File: config.mk
export PLATFORM = sky130hd
export DESIGN_NAME = ffba_ctrl
export DESIGN_NICKNAME = d
export VERILOG_FILES = /design/src/rtl/ffba_pkg.sv /design/src/rtl/ffba_ctrl.sv
export SDC_FILE = /design/constraint.sdc
export NUM_CORES = 1
export LEC_CHECK = 0
export BUFFER_PORTS_ARGS = -buffer_cell sky130_fd_sc_hd__buf_4
export CAP_MARGIN = 20
export CORE_MARGIN = 4
export CORE_UTILIZATION = 64
export DETAILED_ROUTE_END_ITERATION = 8
export PLACE_DENSITY = 0.85
export SYNTH_ARGS = -nofsm -noshare
export SYNTH_HDL_FRONTEND = slang
export SYNTH_SLANG_ARGS = --single-unit
File: constraint.sdc
create_clock -name clk -period 4.8 [get_ports clk]
set_input_delay 0.72 -clock clk [delete_from_list [all_inputs] [get_ports clk]]
set_output_delay 0.72 -clock clk [all_outputs]
set_load 0.005 [all_outputs]
File: src/rtl/ffba_pkg.sv
// shared types, constants and helpers of the block allocator
package ffba_pkg;

  localparam int POOL_BYTES  = 65536;
  localparam int ALIGN_BYTES = 64;
  localparam int HDR_BYTES   = 16;
  localparam int SPLIT_OVER  = 32;
  localparam int SLOTS       = POOL_BYTES / HDR_BYTES;
  localparam int SLOT_W      = $clog2(SLOTS);
  localparam int AW          = $clog2(POOL_BYTES) + 2;
  localparam int LEN_W       = 16;

  // header states
  localparam logic [1:0] ST_FREE = 2'd0;
  localparam logic [1:0] ST_TBF  = 2'd1;
  localparam logic [1:0] ST_USED = 2'd2;

  // request types
  localparam logic REQ_ALLOC = 1'b0;
  localparam logic REQ_FREE  = 1'b1;

  // answer codes
  localparam logic STAT_OK   = 1'b0;
  localparam logic STAT_FAIL = 1'b1;

  typedef logic [AW-1:0]    addr_t;
  typedef logic [LEN_W-1:0] len_t;
  typedef logic [SLOT_W-1:0] slot_t;

  localparam addr_t POOL_A   = AW'(POOL_BYTES);
  localparam addr_t HDR_A    = AW'(HDR_BYTES);
  localparam addr_t FREE_MAX = AW'(POOL_BYTES - 32);

  typedef struct packed {
    logic [1:0] st;
    len_t       len;
  } hdr_t;

  typedef struct packed {
    logic  valid;
    logic  status;
    len_t  offset;
  } res_t;

  // header index of a byte offset
  function automatic slot_t slot_of(addr_t off);
    return off[SLOT_W+3:4];
  endfunction

  // unused bytes once bused are taken
  function automatic len_t room_left(addr_t bused);
    addr_t d;
    d = FREE_MAX - bused;
    return (bused >= FREE_MAX) ? '0 : d[LEN_W-1:0];
  endfunction

  // saturating estimate add
  function automatic len_t est_add(len_t a, addr_t b);
    addr_t s;
    s = AW'(a) + b;
    return (s > FREE_MAX) ? FREE_MAX[LEN_W-1:0] : s[LEN_W-1:0];
  endfunction

  // estimate subtract, floored at zero
  function automatic len_t est_sub(len_t a, addr_t b);
    addr_t d;
    d = AW'(a) - b;
    return (b >= AW'(a)) ? '0 : d[LEN_W-1:0];
  endfunction

endpackage

File: src/rtl/ffba_ctrl.sv
// allocation sequencer: header walk, recount, merge, split and free
module ffba_ctrl (
  input  logic            clk,
  input  logic            rst,
  input  logic            in_valid,
  output logic            in_stall,
  input  logic            req_type,
  input  ffba_pkg::len_t  req_size,
  input  ffba_pkg::len_t  region_offset,
  output ffba_pkg::res_t  res,
  input  logic            res_ready,
  output logic            ram_we,
  output ffba_pkg::slot_t ram_waddr,
  output ffba_pkg::hdr_t  ram_wdata,
  output logic            ram_re,
  output ffba_pkg::slot_t ram_raddr,
  input  ffba_pkg::hdr_t  ram_rdata
);
  import ffba_pkg::*;

  localparam logic [3:0] S_CLR     = 4'd0;
  localparam logic [3:0] S_IDLE    = 4'd1;
  localparam logic [3:0] S_CHK     = 4'd2;
  localparam logic [3:0] S_RC_RD   = 4'd3;
  localparam logic [3:0] S_RC_EV   = 4'd4;
  localparam logic [3:0] S_RC_END  = 4'd5;
  localparam logic [3:0] S_W_RD    = 4'd6;
  localparam logic [3:0] S_W_EV    = 4'd7;
  localparam logic [3:0] S_MG_RD   = 4'd8;
  localparam logic [3:0] S_MG_EV   = 4'd9;
  localparam logic [3:0] S_MG_END  = 4'd10;
  localparam logic [3:0] S_FIN     = 4'd11;
  localparam logic [3:0] S_FIN2    = 4'd12;
  localparam logic [3:0] S_FIN3    = 4'd13;
  localparam logic [3:0] S_FREE_EV = 4'd14;
  localparam logic [3:0] S_RES     = 4'd15;

  localparam addr_t ALIGN_M = AW'(ALIGN_BYTES - 1);

  logic [3:0] state, state_next;
  slot_t      clr_cnt, clr_cnt_next;
  addr_t      h, h_next;
  addr_t      len, len_next;
  addr_t      size, size_next;
  addr_t      ea, ea_next;
  addr_t      bused, bused_next;
  len_t       bf, bf_next;
  len_t       best, best_next;
  len_t       free_bytes, free_bytes_next;
  logic       at_end, at_end_next;
  logic       res_status, res_status_next;
  len_t       res_off, res_off_next;

  addr_t rlen;
  addr_t reg_a;
  addr_t blk_end;
  addr_t rem;
  addr_t len_grow;
  len_t  rb;

  assign in_stall = (state != S_IDLE);
  assign res      = '{valid: (state == S_RES), status: res_status, offset: res_off};

  // sequencer
  always_comb begin
    state_next      = state;
    clr_cnt_next    = clr_cnt;
    h_next          = h;
    len_next        = len;
    size_next       = size;
    ea_next         = ea;
    bused_next      = bused;
    bf_next         = bf;
    best_next       = best;
    free_bytes_next = free_bytes;
    at_end_next     = at_end;
    res_status_next = res_status;
    res_off_next    = res_off;
    ram_we          = 1'b0;
    ram_waddr       = slot_of(h);
    ram_wdata       = '0;
    ram_re          = 1'b0;
    ram_raddr       = slot_of(h);
    rlen            = AW'(ram_rdata.len);
    reg_a           = AW'(region_offset);
    blk_end         = h + HDR_A + len;
    rem             = len - size;
    len_grow        = len + rlen + HDR_A;
    rb              = '0;

    case (state)
      // sweep the header store to zero after reset
      S_CLR: begin
        ram_we    = 1'b1;
        ram_waddr = clr_cnt;
        clr_cnt_next = clr_cnt + 1'b1;
        if (clr_cnt == slot_t'(SLOTS - 1)) begin
          state_next = S_IDLE;
        end
      end

      // take a request
      S_IDLE: begin
        if (in_valid) begin
          at_end_next = 1'b0;
          h_next      = HDR_A;
          size_next   = (AW'(req_size) + ALIGN_M) & ~ALIGN_M;
          if (req_type == REQ_FREE) begin
            res_off_next = '0;
            if (reg_a[3:0] != 4'd0 || reg_a < AW'(32) || reg_a - HDR_A >= POOL_A) begin
              res_status_next = STAT_FAIL;
              state_next      = S_RES;
            end else begin
              h_next     = reg_a - HDR_A;
              ram_re     = 1'b1;
              ram_raddr  = slot_of(reg_a - HDR_A);
              state_next = S_FREE_EV;
            end
          end else if (req_size == '0) begin
            res_status_next = STAT_FAIL;
            res_off_next    = '0;
            state_next      = S_RES;
          end else begin
            state_next = S_CHK;
          end
        end
      end

      // mark a used block to-be-freed
      S_FREE_EV: begin
        res_off_next = '0;
        if (ram_rdata.st == ST_USED && ram_rdata.len != '0) begin
          ram_we          = 1'b1;
          ram_wdata       = '{st: ST_TBF, len: ram_rdata.len};
          res_status_next = STAT_OK;
        end else begin
          res_status_next = STAT_FAIL;
        end
        state_next = S_RES;
      end

      // decide whether a recount must run first
      S_CHK: begin
        h_next = HDR_A;
        if (AW'(free_bytes) < size + HDR_A) begin
          bused_next = '0;
          best_next  = '0;
          state_next = S_RC_RD;
        end else begin
          bf_next    = free_bytes;
          state_next = S_W_RD;
        end
      end

      // recount pass
      S_RC_RD: begin
        if (h >= POOL_A) begin
          free_bytes_next = room_left(bused);
          state_next      = S_RC_END;
        end else begin
          ram_re     = 1'b1;
          state_next = S_RC_EV;
        end
      end

      S_RC_EV: begin
        rb = room_left(bused);
        if (ram_rdata.len == '0) begin
          free_bytes_next = rb;
          if (rb > best) begin
            best_next = rb;
          end
          state_next = S_RC_END;
        end else if (ram_rdata.st[1]) begin
          bused_next = bused + rlen + HDR_A;
          h_next     = h + rlen + HDR_A;
          state_next = S_RC_RD;
        end else begin
          ram_we    = 1'b1;
          ram_wdata = '{st: ST_FREE, len: ram_rdata.len};
          if (ram_rdata.len > best) begin
            best_next = ram_rdata.len;
          end
          if (h + HDR_A + rlen >= POOL_A) begin
            free_bytes_next = rb;
            state_next      = S_RC_END;
          end else begin
            h_next     = h + rlen + HDR_A;
            state_next = S_RC_RD;
          end
        end
      end

      S_RC_END: begin
        h_next  = HDR_A;
        bf_next = free_bytes;
        if (AW'(best) < size + HDR_A) begin
          res_status_next = STAT_FAIL;
          res_off_next    = '0;
          state_next      = S_RES;
        end else begin
          state_next = S_W_RD;
        end
      end

      // first-fit header walk
      S_W_RD: begin
        if (h >= POOL_A) begin
          free_bytes_next = bf;
          res_status_next = STAT_FAIL;
          res_off_next    = '0;
          state_next      = S_RES;
        end else begin
          ram_re     = 1'b1;
          state_next = S_W_EV;
        end
      end

      S_W_EV: begin
        if (ram_rdata.st[1]) begin
          if (ram_rdata.len == '0) begin
            free_bytes_next = bf;
            res_status_next = STAT_FAIL;
            res_off_next    = '0;
            state_next      = S_RES;
          end else begin
            h_next     = h + rlen + HDR_A;
            state_next = S_W_RD;
          end
        end else begin
          if (ram_rdata.st == ST_TBF) begin
            bf_next   = est_add(bf, rlen + HDR_A);
            ram_we    = 1'b1;
            ram_wdata = '{st: ST_FREE, len: ram_rdata.len};
          end
          if (ram_rdata.len == '0) begin
            if (h + HDR_A + size > POOL_A) begin
              free_bytes_next = (ram_rdata.st == ST_TBF) ? est_add(bf, rlen + HDR_A) : bf;
              res_status_next = STAT_FAIL;
              res_off_next    = '0;
              state_next      = S_RES;
            end else begin
              len_next    = size;
              at_end_next = 1'b1;
              state_next  = S_FIN;
            end
          end else if (rlen < size) begin
            len_next   = rlen;
            state_next = S_MG_RD;
          end else begin
            len_next   = rlen;
            state_next = S_FIN;
          end
        end
      end

      // merge following free or to-be-freed blocks
      S_MG_RD: begin
        ea_next = blk_end;
        if (blk_end >= POOL_A) begin
          state_next = S_MG_END;
        end else begin
          ram_re     = 1'b1;
          ram_raddr  = slot_of(blk_end);
          state_next = S_MG_EV;
        end
      end

      S_MG_EV: begin
        if (ram_rdata.len == '0) begin
          if (h + HDR_A + size <= POOL_A) begin
            len_next    = size;
            at_end_next = 1'b1;
          end else begin
            len_next = len + (POOL_A - ea);
          end
          state_next = S_MG_END;
        end else if (ram_rdata.st[1]) begin
          state_next = S_MG_END;
        end else begin
          if (ram_rdata.st == ST_TBF) begin
            bf_next = est_add(bf, rlen + HDR_A);
          end
          len_next  = len_grow;
          ram_we    = 1'b1;
          ram_waddr = slot_of(ea);
          ram_wdata = '0;
          if (h + HDR_A + len_grow >= POOL_A) begin
            state_next = S_MG_END;
          end else begin
            state_next = S_MG_RD;
          end
        end
      end

      S_MG_END: begin
        if (len >= size) begin
          state_next = S_FIN;
        end else begin
          ram_we    = 1'b1;
          ram_wdata = '{st: ST_FREE, len: len[LEN_W-1:0]};
          if (blk_end >= POOL_A) begin
            free_bytes_next = bf;
            res_status_next = STAT_FAIL;
            res_off_next    = '0;
            state_next      = S_RES;
          end else begin
            h_next     = blk_end;
            state_next = S_W_RD;
          end
        end
      end

      // split off a remainder
      S_FIN: begin
        if (rem > AW'(SPLIT_OVER)) begin
          ram_we    = 1'b1;
          ram_waddr = slot_of(h + HDR_A + size);
          ram_wdata = '{st: ST_FREE, len: len_t'(rem - HDR_A)};
          len_next  = size;
        end
        state_next = S_FIN2;
      end

      // mark the block used and answer
      S_FIN2: begin
        ram_we          = 1'b1;
        ram_wdata       = '{st: ST_USED, len: len[LEN_W-1:0]};
        free_bytes_next = est_sub(bf, HDR_A + len);
        res_status_next = STAT_OK;
        res_off_next    = len_t'(h + HDR_A);
        if (at_end && blk_end < POOL_A) begin
          state_next = S_FIN3;
        end else begin
          state_next = S_RES;
        end
      end

      // new end marker after a block taken at the end
      S_FIN3: begin
        ram_we     = 1'b1;
        ram_waddr  = slot_of(blk_end);
        ram_wdata  = '0;
        state_next = S_RES;
      end

      // hand the answer to the output register
      S_RES: begin
        if (res_ready) begin
          state_next = S_IDLE;
        end
      end

      default: begin
        state_next = S_IDLE;
      end
    endcase
  end

  // control state
  always_ff @(posedge clk) begin
    if (rst) begin
      state      <= S_CLR;
      clr_cnt    <= '0;
      free_bytes <= FREE_MAX[LEN_W-1:0];
    end else begin
      state      <= state_next;
      clr_cnt    <= clr_cnt_next;
      free_bytes <= free_bytes_next;
    end
  end

  // working registers
  always_ff @(posedge clk) begin
    h          <= h_next;
    len        <= len_next;
    size       <= size_next;
    ea         <= ea_next;
    bused      <= bused_next;
    bf         <= bf_next;
    best       <= best_next;
    at_end     <= at_end_next;
    res_status <= res_status_next;
    res_off    <= res_off_next;
  end

endmodule

==> results.md <==
* Root Driver: clkbuf_16
* Fillers at 2321
* Largest family of logic cells by synthesized area: compound AO/OA/AOI/OAI gates
* Initial antenna violation count at 2
* Failing checks: negative setup slack
* Sequential share of the synthesized area at 22.9%
* Multi-input gate area at 15000 um^2
* Setup TNS at -1.09 ps
* Unrepaired setup endpoints after global routing: yes
* Post-synth EDFFs at 133
* Top cells by count, synth: ha_1 (327), nor2_1 (194), a21oi_1 (181), inv_1 (175), nand2_1 (163)
* Area Overhead vs Synth at 15.5%
* DRT Wirelength at 77900 um
* Worst path cell trace: nand3_2 > or2_4 > xnor2_1 > ha_1 > o21a_1 > a21oi_4 > a21oi_1 > a211o_1 > o221ai_2 > a2111oi_4 > buf_6 > buf_4 > a221o_1 > buf_4
* # setup viols final at 1
* Core area at 30900 um^2
* Slew HR at 22.8%
* Post-route ant nets at 0
* Outcome: complete, but fails checks
* Global Route Usage Sum at 43.7%
* Worst-Skew Late Latency at 460 ps
* Tcrit/Tclk final at 100%
* CP Capture Type: primary output
* DRC Markers at 0
* Clk buf depth at 2
* Peak VDD IR at 244 uV
* Data arrival, critical path at 4080 ps
* P_leak at 10.4 nW
* Synth Cell Area at 20200 um^2
* Critical path class: reg2out
* Hold WS at 508 ps
* Finished Layout Cells at 3008
* Initial Util at 65.5%
* Max Fanout on Critical Path at 8
* Async set-or-reset flop fraction in the synthesized netlist at 0%
* Clk sinks at 165
* Synth Area in XOR/XNOR at 7.59%
* FP Rows at 64
* # placed instances at 2945
* Crit path buf inv count at 3
* Worst EP required at 4080 ps
* Port Buffers at 117
* Worst slew pin tran at 1130 ps
* Synth Area in Compound Gates at 25.6%
* Global route overflow at 0
* Worst hold path type: reg2reg
* Post-synth top flop: edfxtp_1
* Vias in the first global route at 20.1k
* DR pass1 iterations at 8
* DR vias at 21.3k
* YS warnings at 0
* Crit path max-delay cell type: edfxtp_1
* First-pass GRT wire length at 115000 um
* Initial DRC Count at 2881
* Chip height at 186 um
* Reg clk slew, reported paths at 70 ps
* Power density over the cells at 147 nW/um^2
* Synthesized instance count at 2375
* Simple-gate share of the synthesized area at 16.6%
* Proportion of synthesized area in mux cells at 1.06%
* Mapped Avg Cell Area at 8.52 um^2
* Ratio of cells with drive above 1 in the final layout at 14.9%
* Final Net Count at 2993
* Largest net degree at the start of global routing at 41
* Clock tree from TritonCTS: built
* Largest cells by area after synthesis: ha_1 (20%), edfxtp_1 (20%), a21oi_1 (4.5%)
* Die W at 186 um
* Routability cong. at 1.01
* Type of origin of the critical path: register
* Tmin final at 4800 ps
* Top-count cell post-synth: ha_1
* Yosys top cell area share at 20.2%
* Vias/cell at 7.09
* Total of flip-flops plus latches after synthesis at 165
* Final slew viol count at 0
* Number of buffers created by CTS at 17
* Number of distinct library cells after synthesis at 102
* Total die area at 34500 um^2
* Number of H-tree levels at 4
* FMAX at 0.208 GHz
* Final hold violation count at 0
* Max-Cap Viols at 0
* Slowest cell delay on critical path at 510 ps
* Avg WL per Cell at 25.9 um
* Final Skew at 20.4 ps
* Sequential Area at 4630 um^2
* Most frequent CP cell: buf_4
* Adder-Cell Fraction of Synth Area at 21.5%
* Synthesized Nets at 2770
* PnR worst setup slack at -1.09 ps
* DP HPWL at 60100 um
* Cell family with most CP delay: compound AO/OA/AOI/OAI gates
* Ports at 118
* Yosys top cell by area: ha_1
==> area by class of cell <==
type | count | share of cell area (%)
antenna | 1 | 0.0107
timing repair buffer | 273 | 9.04
inverter | 175 | 2.81
clock inverter | 14 | 0.380
tap | 396 | 2.12
multi-input combinational | 1966 | 64.0
clock buffer | 18 | 1.84
sequential | 165 | 19.8
==> layer usage <==
layer | GRT usage (%) | vias up | share of wire (%)
met3 | 12.0 | 315 | 15
met2 | 65.7 | 1580 | 42
met4 | 22.5 | 6 | 6.2
li1 | - | 9423 | -
met5 | 0 | - | 0.053
met1 | 57.6 | 9997 | 37
==> state kept, by name, indices dropped and copies added, names as in the netlist <==
name and flops:
state 4, best 16, free_bytes 16, ea 18
at_end 1, size 11, len 18, bf 16
bused 18, res_off 16, res_status 1, h 18
clr_cnt 12
==> layout by cell type (no fill, tap or decap), drive strengths merged, types with 17 or more instances in the layout <==
cell / count
nor3: 55
xnor2: 98
nor4: 25
or3: 21
ha: 327
xor2: 71
o21ai: 135
and2: 24
nand3: 46
a22oi: 19
dfxtp: 32
edfxtp: 133
nor2b: 24
clkbuf: 18
a21oi: 181
o21bai: 17
mux2i: 17
nand2b: 26
a21o: 57
a31oi: 35
nand4: 23
nand2: 163
inv: 176
o31ai: 20
a221oi: 18
and3: 32
o21a: 34
buf: 273
nor2: 195
a211oi: 34
o221ai: 25
a221o: 25
==> repair_timing <==
item / in CTS / in global routing
endpoints found under the setup margin: 28 / 30
resized for setup: 14 / 58
hold buffers: 0 / 0
setup buffers: 5 / 23
pin swaps: 4 / 25
hold endpoints to repair: 0 / 0
==> worst reg2reg max path: cells and delay by family (launching register included) <==
kind	cells	cell delay, ps
flip-flops	1	510
AND/OR/NAND/NOR	2	550
buffers and inverters	4	610
adder cells (fa/ha/maj)	3	1020
AO/OA/AOI/OAI	6	1750
XOR/XNOR	1	200
==> metrics by stage <==
stage	setup slack, ps	total power [mW]	area (um^2)	util [%]
6_report	-1.09	3.43	23400	75.6
5_1_grt	-137	3.52	23400	75.6
4_1_cts	3.13	3.39	22900	74.1
3_5_place_dp	192	2.13	22300	72.2
3_3_place_gp	315	2.11	22300	72.2
2_1_floorplan	402	1.92	20200	-
==> path summary, 6_finish.rpt <==
kind / start / cells after the start / end / slack [ps]
max: h[4] / 14 / ram_raddr[11] / -1
min: clr_cnt[9] / 2 / clr_cnt[9] / 510
max reg2reg: h[4] / 16 / free_bytes[4] / 70
min reg2reg: clr_cnt[9] / 2 / clr_cnt[9] / 510
==> report_power, final <==
group | leakage [nW] | internal, mW | switching (mW) | total, mW
Clock | 0.247 | 0.656 | 0.642 | 1.30
Combinational | 8.68 | 0.237 | 0.359 | 0.597
Sequential | 1.49 | 1.53 | 0.00306 | 1.53
Total | 10.4 | 2.42 | 1.00 | 3.43
==> cells by family after synthesis <==
logic type                 Yosys count
adders and majority gates          340
and+or+nand+nor                    680
AOI/OAI and AO/OA                  754
xor gates and xnor gates           171
buffers and inverters              244
DFF                                165
muxes                               21
No activity file was read; power rests on OpenSTA's default activity.
